$ cat src/hdl/tpr_pkg.sv
// shared constants, codes and types of the tick paced level ramp
`default_nettype none

package tpr_pkg;

    localparam int FRACTION_BITS_DEF = 15;
    localparam int DATA_W            = 16;
    localparam int MODE_W            = 2;
    localparam int IDX_W             = 2;
    localparam int CNT_W             = 16;
    localparam int DIV_STEPS         = 16;

    typedef enum logic [MODE_W-1:0] {
        MODE_TICK  = 2'd0,
        MODE_START = 2'd1,
        MODE_SET   = 2'd2
    } mode_t;

    typedef enum logic [IDX_W-1:0] {
        REG_FADE_TARGET = 2'd0,
        REG_FADE_STEP   = 2'd1,
        REG_STEP_PERIOD = 2'd2
    } reg_idx_t;

    typedef enum logic [1:0] {
        ST_IDLE,
        ST_EVAL,
        ST_DIV,
        ST_EMIT
    } state_t;

    typedef struct packed {
        logic done;
        logic big;
    } unit_stat_t;

endpackage

`default_nettype wire

$ cat src/hdl/tpr_serial_unit.sv
// bit-serial divide of the tick deficit with a serial multiply of the step count
`default_nettype none

module tpr_serial_unit #(
    parameter int FRACTION_BITS = tpr_pkg::FRACTION_BITS_DEF
) (
    input  logic                        aclk,
    input  logic                        aresetn,
    input  logic                        start,
    input  logic [tpr_pkg::CNT_W-1:0]   dividend,
    input  logic [tpr_pkg::CNT_W-1:0]   divisor,
    input  logic [tpr_pkg::DATA_W-1:0]  step,
    output logic [tpr_pkg::CNT_W-1:0]   rem,
    output logic [FRACTION_BITS:0]      move,
    output tpr_pkg::unit_stat_t         stat
);
    import tpr_pkg::*;

    localparam int MOVE_W = FRACTION_BITS + 1;
    localparam int SUM_W  = ((MOVE_W + 1 > DATA_W) ? MOVE_W + 1 : DATA_W) + 1;
    localparam int CTR_W  = $clog2(DIV_STEPS + 1);
    localparam logic [CTR_W-1:0] LAST = CTR_W'(DIV_STEPS);

    logic              busy_reg, busy_next;
    logic              done_reg, done_next;
    logic              big_reg, big_next;
    logic [CTR_W-1:0]  cnt_reg, cnt_next;
    logic [CNT_W-1:0]  rem_reg, rem_next;
    logic [CNT_W-1:0]  dvd_reg, dvd_next;
    logic [MOVE_W-1:0] acc_reg, acc_next;

    logic              fin;
    logic [CNT_W:0]    trial;
    logic              q_bit;
    logic              add_bit;
    logic [SUM_W-1:0]  base;
    logic [SUM_W-1:0]  sum;

    always_comb begin
        fin     = (cnt_reg == LAST);
        trial   = {rem_reg, dvd_reg[CNT_W-1]} - {1'b0, divisor};
        q_bit   = !trial[CNT_W];
        // last pass adds one more step for the plus one in the step count
        add_bit = fin ? 1'b1 : q_bit;
        base    = fin ? SUM_W'(acc_reg) : (SUM_W'(acc_reg) << 1);
        sum     = base + (add_bit ? SUM_W'(step) : SUM_W'(0));
    end

    always_comb begin
        busy_next = busy_reg;
        done_next = 1'b0;
        big_next  = big_reg;
        cnt_next  = cnt_reg;
        rem_next  = rem_reg;
        dvd_next  = dvd_reg;
        acc_next  = acc_reg;
        if (start) begin
            busy_next = 1'b1;
            big_next  = 1'b0;
            cnt_next  = '0;
            rem_next  = '0;
            dvd_next  = dividend;
            acc_next  = '0;
        end else if (busy_reg) begin
            cnt_next = cnt_reg + CTR_W'(1);
            acc_next = sum[MOVE_W-1:0];
            // sticky overflow: any product this large passes every distance
            if (sum[SUM_W-1:MOVE_W] != '0) begin
                big_next = 1'b1;
            end
            if (fin) begin
                busy_next = 1'b0;
                done_next = 1'b1;
            end else begin
                dvd_next = dvd_reg << 1;
                rem_next = q_bit ? trial[CNT_W-1:0] : {rem_reg[CNT_W-2:0], dvd_reg[CNT_W-1]};
            end
        end
    end

    always_ff @(posedge aclk) begin
        if (!aresetn) begin
            busy_reg <= 1'b0;
            done_reg <= 1'b0;
            cnt_reg  <= '0;
        end else begin
            busy_reg <= busy_next;
            done_reg <= done_next;
            cnt_reg  <= cnt_next;
        end
        big_reg <= big_next;
        rem_reg <= rem_next;
        dvd_reg <= dvd_next;
        acc_reg <= acc_next;
    end

    assign rem       = rem_reg;
    assign move      = acc_reg;
    assign stat.done = done_reg;
    assign stat.big  = big_reg;

endmodule

`default_nettype wire

$ cat src/hdl/tick_paced_level_ramp.sv
// top level of the tick paced level ramp with config registers and result register
// an item passes eval and emit, or for a tick that underflows the countdown, eval,
//   16 serial divide steps, one add for the plus one, update and emit
// one item in flight: a new input is taken only after the last result is loaded,
//   and the next input is taken while a result waits
// reset: synchronous active low aresetn clears config, level, goal, countdown, handshakes
`default_nettype none

module tick_paced_level_ramp #(
    parameter int FRACTION_BITS = tpr_pkg::FRACTION_BITS_DEF
) (
    input  logic                        aclk,
    input  logic                        aresetn,
    // config write channel
    input  logic                        cfg_valid,
    output logic                        cfg_ready,
    input  logic [tpr_pkg::IDX_W-1:0]   cfg_index,
    input  logic [tpr_pkg::DATA_W-1:0]  cfg_data,
    // input items
    input  logic                        s_valid,
    output logic                        s_ready,
    input  logic [tpr_pkg::MODE_W-1:0]  s_mode,
    input  logic [tpr_pkg::DATA_W-1:0]  s_value,
    // results
    output logic                        m_valid,
    input  logic                        m_ready,
    output logic [tpr_pkg::DATA_W-1:0]  m_level,
    output logic                        m_settled,
    output logic                        m_fading,
    output logic                        m_at_full,
    output logic                        m_at_empty,
    output logic [tpr_pkg::CNT_W-1:0]   m_ticks_left
);
    import tpr_pkg::*;

    localparam int LVL_W = FRACTION_BITS + 1;
    localparam int CMP_W = (LVL_W > DATA_W) ? LVL_W : DATA_W;
    localparam logic [LVL_W-1:0] FULL     = {1'b1, {FRACTION_BITS{1'b0}}};
    localparam logic [CMP_W-1:0] FULL_EXT = CMP_W'(FULL);

    // config registers
    logic [DATA_W-1:0] fade_target_reg, fade_step_reg, step_period_reg;

    // ramp state
    state_t            state_reg, state_next;
    logic [LVL_W-1:0]  level_reg, level_next;
    logic [LVL_W-1:0]  goal_reg, goal_next;
    logic [CNT_W-1:0]  countdown_reg, countdown_next;

    // captured item
    logic [MODE_W-1:0] mode_reg;
    logic [DATA_W-1:0] value_reg;

    // result register
    logic              m_valid_reg, m_valid_next;
    logic [DATA_W-1:0] out_level_reg;
    logic              out_settled_reg, out_fading_reg, out_full_reg, out_empty_reg;
    logic [CNT_W-1:0]  out_ticks_reg;

    // control
    logic              take_in;
    logic              unit_start;
    logic              load_out;
    logic              need_div;
    logic              tick_live;

    // datapath
    logic [CMP_W-1:0]  value_ext, target_ext;
    logic [LVL_W-1:0]  value_sat, target_sat;
    logic [CNT_W-1:0]  deficit;
    logic [CNT_W-1:0]  unit_rem;
    logic [LVL_W-1:0]  unit_move;
    unit_stat_t        unit_stat;
    logic              rising;
    logic [LVL_W-1:0]  gap_to_goal;
    logic              fading;

    tpr_serial_unit #(
        .FRACTION_BITS (FRACTION_BITS)
    ) u_unit (
        .aclk     (aclk),
        .aresetn  (aresetn),
        .start    (unit_start),
        .dividend (deficit),
        .divisor  (step_period_reg),
        .step     (fade_step_reg),
        .rem      (unit_rem),
        .move     (unit_move),
        .stat     (unit_stat)
    );

    // config port never stalls
    assign cfg_ready = 1'b1;

    always_ff @(posedge aclk) begin
        if (!aresetn) begin
            fade_target_reg <= '0;
            fade_step_reg   <= '0;
            step_period_reg <= '0;
        end else if (cfg_valid) begin
            unique case (cfg_index)
                REG_FADE_TARGET: fade_target_reg <= cfg_data;
                REG_FADE_STEP:   fade_step_reg   <= cfg_data;
                REG_STEP_PERIOD: step_period_reg <= cfg_data;
                default: ;
            endcase
        end
    end

    // saturation of 16-bit values to full scale
    always_comb begin
        value_ext  = CMP_W'(value_reg);
        target_ext = CMP_W'(fade_target_reg);
        value_sat  = (value_ext > FULL_EXT) ? FULL : LVL_W'(value_ext);
        target_sat = (target_ext > FULL_EXT) ? FULL : LVL_W'(target_ext);
    end

    // tick evaluation: a tick that reaches zero needs the serial unit
    always_comb begin
        tick_live   = (mode_reg == MODE_TICK) && (step_period_reg != '0)
                      && (level_reg != goal_reg);
        need_div    = tick_live && !(countdown_reg > value_reg);
        deficit     = value_reg - countdown_reg;
        rising      = level_reg < goal_reg;
        gap_to_goal = rising ? (goal_reg - level_reg) : (level_reg - goal_reg);
        fading      = level_reg != goal_reg;
    end

    // next state
    always_comb begin
        state_next = state_reg;
        unique case (state_reg)
            ST_IDLE: if (s_valid) state_next = ST_EVAL;
            ST_EVAL: state_next = need_div ? ST_DIV : ST_EMIT;
            ST_DIV:  if (unit_stat.done) state_next = ST_EMIT;
            ST_EMIT: if (!m_valid_reg || m_ready) state_next = ST_IDLE;
            default: state_next = ST_IDLE;
        endcase
    end

    // state machine outputs
    always_comb begin
        s_ready    = 1'b0;
        unit_start = 1'b0;
        load_out   = 1'b0;
        unique case (state_reg)
            ST_IDLE: s_ready    = 1'b1;
            ST_EVAL: unit_start = need_div;
            ST_DIV:  ;
            ST_EMIT: load_out   = !m_valid_reg || m_ready;
            default: ;
        endcase
    end

    assign take_in = s_valid && s_ready;

    // ramp state update
    always_comb begin
        level_next     = level_reg;
        goal_next      = goal_reg;
        countdown_next = countdown_reg;
        if (state_reg == ST_EVAL) begin
            case (mode_reg)
                MODE_TICK: begin
                    // countdown stays above zero: just count the ticks down
                    if (tick_live && !need_div) begin
                        countdown_next = countdown_reg - value_reg;
                    end
                end
                MODE_START: begin
                    goal_next      = target_sat;
                    countdown_next = step_period_reg;
                end
                MODE_SET: begin
                    level_next = value_sat;
                    goal_next  = value_sat;
                end
                default: ;
            endcase
        end else if (state_reg == ST_DIV && unit_stat.done) begin
            // reload leaves period minus the deficit remainder
            countdown_next = step_period_reg - unit_rem;
            if (unit_stat.big || unit_move >= gap_to_goal) begin
                level_next = goal_reg;
            end else if (rising) begin
                level_next = level_reg + unit_move;
            end else begin
                level_next = level_reg - unit_move;
            end
        end
    end

    always_comb begin
        m_valid_next = m_valid_reg;
        if (load_out) begin
            m_valid_next = 1'b1;
        end else if (m_ready) begin
            m_valid_next = 1'b0;
        end
    end

    always_ff @(posedge aclk) begin
        if (!aresetn) begin
            state_reg     <= ST_IDLE;
            m_valid_reg   <= 1'b0;
            level_reg     <= '0;
            goal_reg      <= '0;
            countdown_reg <= '0;
        end else begin
            state_reg     <= state_next;
            m_valid_reg   <= m_valid_next;
            level_reg     <= level_next;
            goal_reg      <= goal_next;
            countdown_reg <= countdown_next;
        end
    end

    // item capture and result register, payload only
    always_ff @(posedge aclk) begin
        if (take_in) begin
            mode_reg  <= s_mode;
            value_reg <= s_value;
        end
        if (load_out) begin
            out_level_reg   <= DATA_W'(level_reg);
            out_settled_reg <= (step_period_reg == '0) || !fading;
            out_fading_reg  <= fading;
            // level never exceeds full scale, so its top bit marks full
            out_full_reg    <= level_reg[FRACTION_BITS] && !fading;
            out_empty_reg   <= (level_reg == '0) && !fading;
            out_ticks_reg   <= countdown_reg;
        end
    end

    assign m_valid      = m_valid_reg;
    assign m_level      = out_level_reg;
    assign m_settled    = out_settled_reg;
    assign m_fading     = out_fading_reg;
    assign m_at_full    = out_full_reg;
    assign m_at_empty   = out_empty_reg;
    assign m_ticks_left = out_ticks_reg;

endmodule

`default_nettype wire

$ cat config.mk
export PLATFORM = sky130hd
export DESIGN_NAME = tick_paced_level_ramp
export DESIGN_NICKNAME = d
export VERILOG_FILES = /design/src/hdl/tpr_pkg.sv /design/src/hdl/tpr_serial_unit.sv /design/src/hdl/tick_paced_level_ramp.sv
export SDC_FILE = /design/constraint.sdc
export NUM_CORES = 1
export LEC_CHECK = 0
export BUFFER_PORTS_ARGS = -buffer_cell sky130_fd_sc_hd__buf_2
export CORE_MARGIN = 4
export CORE_UTILIZATION = 50
export CTS_BUF_LIST = sky130_fd_sc_hd__clkbuf_4 sky130_fd_sc_hd__clkbuf_8
export CTS_CLUSTER_SIZE = 8
export DETAILED_ROUTE_END_ITERATION = 8
export PLACE_DENSITY = 0.75
export SYNTH_ARGS = -nofsm -noshare
export SYNTH_HDL_FRONTEND = slang
export SYNTH_SLANG_ARGS = --single-unit
$ cat constraint.sdc
create_clock -name aclk -period 5.7 [get_ports aclk]
set_input_delay 0.285 -clock aclk [delete_from_list [all_inputs] [get_ports aclk]]
set_output_delay 0.285 -clock aclk [all_outputs]
set_load 0.005 [all_outputs]
==> metrics.csv <==
metric;value;unit
status;finished clean;
grt_pass1_wl;70100;um
coreArea;29600;um2
synth_seq_cells;209;
vdd_drop_max;0.398;mV
synthCells;1734;
cts-htree-levels;2;
diodes;0;
cts_tree;done;
worstPathArrival;5720;ps
clock_tree.buffer_depth;3;
fp-row-count;63;
layout.cells.non_filler;2239;
cts.sinks;209;
root_buffer;clkbuf_8;
drive_above_1_share;11.8;%
crit_type;flop to flop;
dpl_worst_slack;438;ps
worst_slew_pin_slew;1300;ps
drc;0;
numPlacedInstances;2148;
power_leakage;6.96;nW
ys_seq_area_share;32.5;%
wl_per_cell;19.9;um
critPathMaxFanout;19;
grt_usage;26.1;%
io_buffers;78;
dieHeight;181;um
drv_cap;0;
insertion_delay;560;ps
min_path_type;input pin to flop;
worstPathRequired;6150;ps
fin_skew;33.2;ps
synth_edf_count;70;
ios;80;
async_reset_ff_share;0;%
start_kind;flop;
fin_nets;2021;
drt-total-wl;44500;um
start_util;50.7;%
finalCritPeriodShare;92.4;%
synthFlopType;dfxtp_1;
antenna_found_initial;0;
slew_headroom;12.8;%
cts_buffers;38;
path_clk_slew;60;ps
drt_pass1_iterations;6;
num_vias;13600;
post_synth.cell_area_avg;8.67;um2
rsz0062_at_grt;false;
synth_cell_types;88;
tns;0;ps
gr-total-overflow;0;
drtAntennaViolNets;0;
syn2layout_area_growth;11.3;%
hpwl;33500;um
grt_pass1_vias;12900;
whs;37.9;ps
syn_area;15000;um2
hold_violations;0;
die-area;32900;um2
fin_ws;431;ps
die_x;181;um
timing.fmax;0.190;GHz
powerDensity;608;nW/um2
post-route-min-period;5270;ps
synth_warnings;0;
syn-num-nets;1933;
p_total;10.2;mW
drv_slew;0;
grt_max_degree;89;
final-setup-viol-count;0;
viasPerCell;6.09;
end_kind;flop;
first_iter_violations;1765;
place_congestion;0.941;
[worst max-delay path, stage by stage, from the launching register on]
cell       delay [ps]
dfxtp_1           350
inv_1              90
ha_1              180
inv_1              60
fa_1              390
a21o_1            210
o2bb2ai_1         210
o311ai_2          340
nand2_2           370
o31a_1            410
o2bb2ai_1         180
a31o_2            280
xnor2_1           160
ha_1              270
a21o_1            170
a21o_1            190
a21oi_1           200
o211ai_1          160
a21oi_1           150
buf_4             300
mux2_2            370
o22ai_1           120
[cell families after synthesis]
group	synth area share, %
mux	3.54
flops	32.5
xor+xnor	5.76
compound gates	23.0
fa+ha+maj	13.6
buf+inv	5.68
other cells	0.0249
simple gates	16.0
[per-layer routing]
layer	wire (um)	up-vias	global-route usage, %
met5	0	-	0
met4	1650	0	9.37
met3	4320	126	5.59
met2	18600	642	38.8
met1	19900	6384	37.6
li1	-	6488	-
[final timing paths]
path | startpoint | to | slack [ps] | cells past startpoint
hold reg to reg | fade_step_reg[0] | fade_step_reg[0] | 450 | 2
setup reg to reg | level_reg[0] | level_reg[0] | 430 | 21
hold / removal | cfg_data[15] | step_period_reg[15] | 40 | 3
setup / recovery | level_reg[0] | level_reg[0] | 430 | 21
[Yosys cell counts (13+ instances only)]
cell / instances / area [um2]
o21a_1: 19 / 143
nand3_1: 26 / 130
and2_1: 15 / 93.8
nor2_1: 97 / 364
nand2_1: 193 / 724
or3_1: 13 / 81.3
a32oi_1: 16 / 140
ha_1: 150 / 1880
a21o_1: 33 / 248
xor2_1: 39 / 342
a22oi_1: 16 / 120
dfxtp_1: 139 / 2780
o22ai_1: 13 / 81.3
buf_2: 16 / 80.1
inv_1: 130 / 488
a221oi_1: 19 / 166
o211ai_1: 13 / 97.6
mux2_2: 17 / 191
nand4_1: 17 / 106
a21oi_1: 141 / 706
nor3_1: 21 / 105
o21ai_0: 82 / 410
nor2b_1: 40 / 250
nor4_1: 19 / 119
edfxtp_1: 70 / 2100
a211oi_1: 30 / 225
nand2b_1: 14 / 87.6
o31ai_1: 14 / 105
clkbuf_1: 49 / 184
xnor2_1: 58 / 508
mux2i_1: 34 / 340
[cells in the final DEF, fill, tap and decap left out, types with 10 or more instances in the layout]
| cell | synthesis | final |
|---|---|---|
| clkbuf_4 | 0 | 15 |
| edfxtp_1 | 70 | 70 |
| mux2_2 | 17 | 17 |
| mux2i_1 | 34 | 34 |
| a21oi_1 | 141 | 141 |
| nand4_1 | 17 | 17 |
| buf_4 | 2 | 21 |
| o21a_1 | 19 | 19 |
| a22oi_1 | 16 | 16 |
| ha_1 | 150 | 150 |
| o22ai_1 | 13 | 13 |
| nand2b_1 | 14 | 14 |
| or3_1 | 13 | 13 |
| dfxtp_1 | 139 | 139 |
| and2_1 | 15 | 15 |
| xor2_1 | 39 | 39 |
| o21ai_1 | 11 | 11 |
| xnor2_1 | 58 | 58 |
| nor3_1 | 21 | 21 |
| o211ai_1 | 13 | 13 |
| a32oi_1 | 16 | 16 |
| buf_2 | 16 | 78 |
| o31ai_1 | 14 | 14 |
| nand2_1 | 193 | 193 |
| dlygate4sd3_1 | 0 | 24 |
| a221oi_1 | 19 | 19 |
| nor4_1 | 19 | 19 |
| and3_1 | 12 | 12 |
| nor2b_1 | 40 | 39 |
| nand3_1 | 26 | 26 |
| o21bai_1 | 10 | 10 |
| a21o_1 | 33 | 33 |
| inv_1 | 130 | 130 |
| clkbuf_8 | 0 | 42 |
| a211oi_1 | 30 | 30 |
| o21ai_0 | 82 | 82 |
| a31oi_1 | 11 | 11 |
| nor2_1 | 97 | 96 |
[per-stage QoR]
stage               util (%)  cell area (um2)
finish                  56.5            16700
global route            56.5            16700
CTS                     56.5            16700
detailed placement      53.1            15700
global placement        53.1            15700
floorplan                  -            15000
[power by group]
group	switching, mW	internal [mW]	total [mW]
combinational	3.86	2.69	6.55
sequential	0.363	1.83	2.20
clock	0.645	0.780	1.43
[layout make-up]
type	instances	area [um2]
fillers	2717	12900
multi-input cells	1317	9320
flip-flops and latches	209	4880
repair buffers	123	788
clock buffers	57	691
inverters	133	499
well taps	390	488
clock inverters	10	66.3
[timing repair]
| action | 4_1_cts | 5_1_grt |
|---|---|---|
| resized for setup | 0 | 1 |
| hold buffers | 24 | 0 |
| endpoints found under the hold margin | 28 | 0 |
| setup endpoints to repair | 0 | 1 |
| buffers inserted | 0 | 0 |
Power figures use the tool's default switching activity.
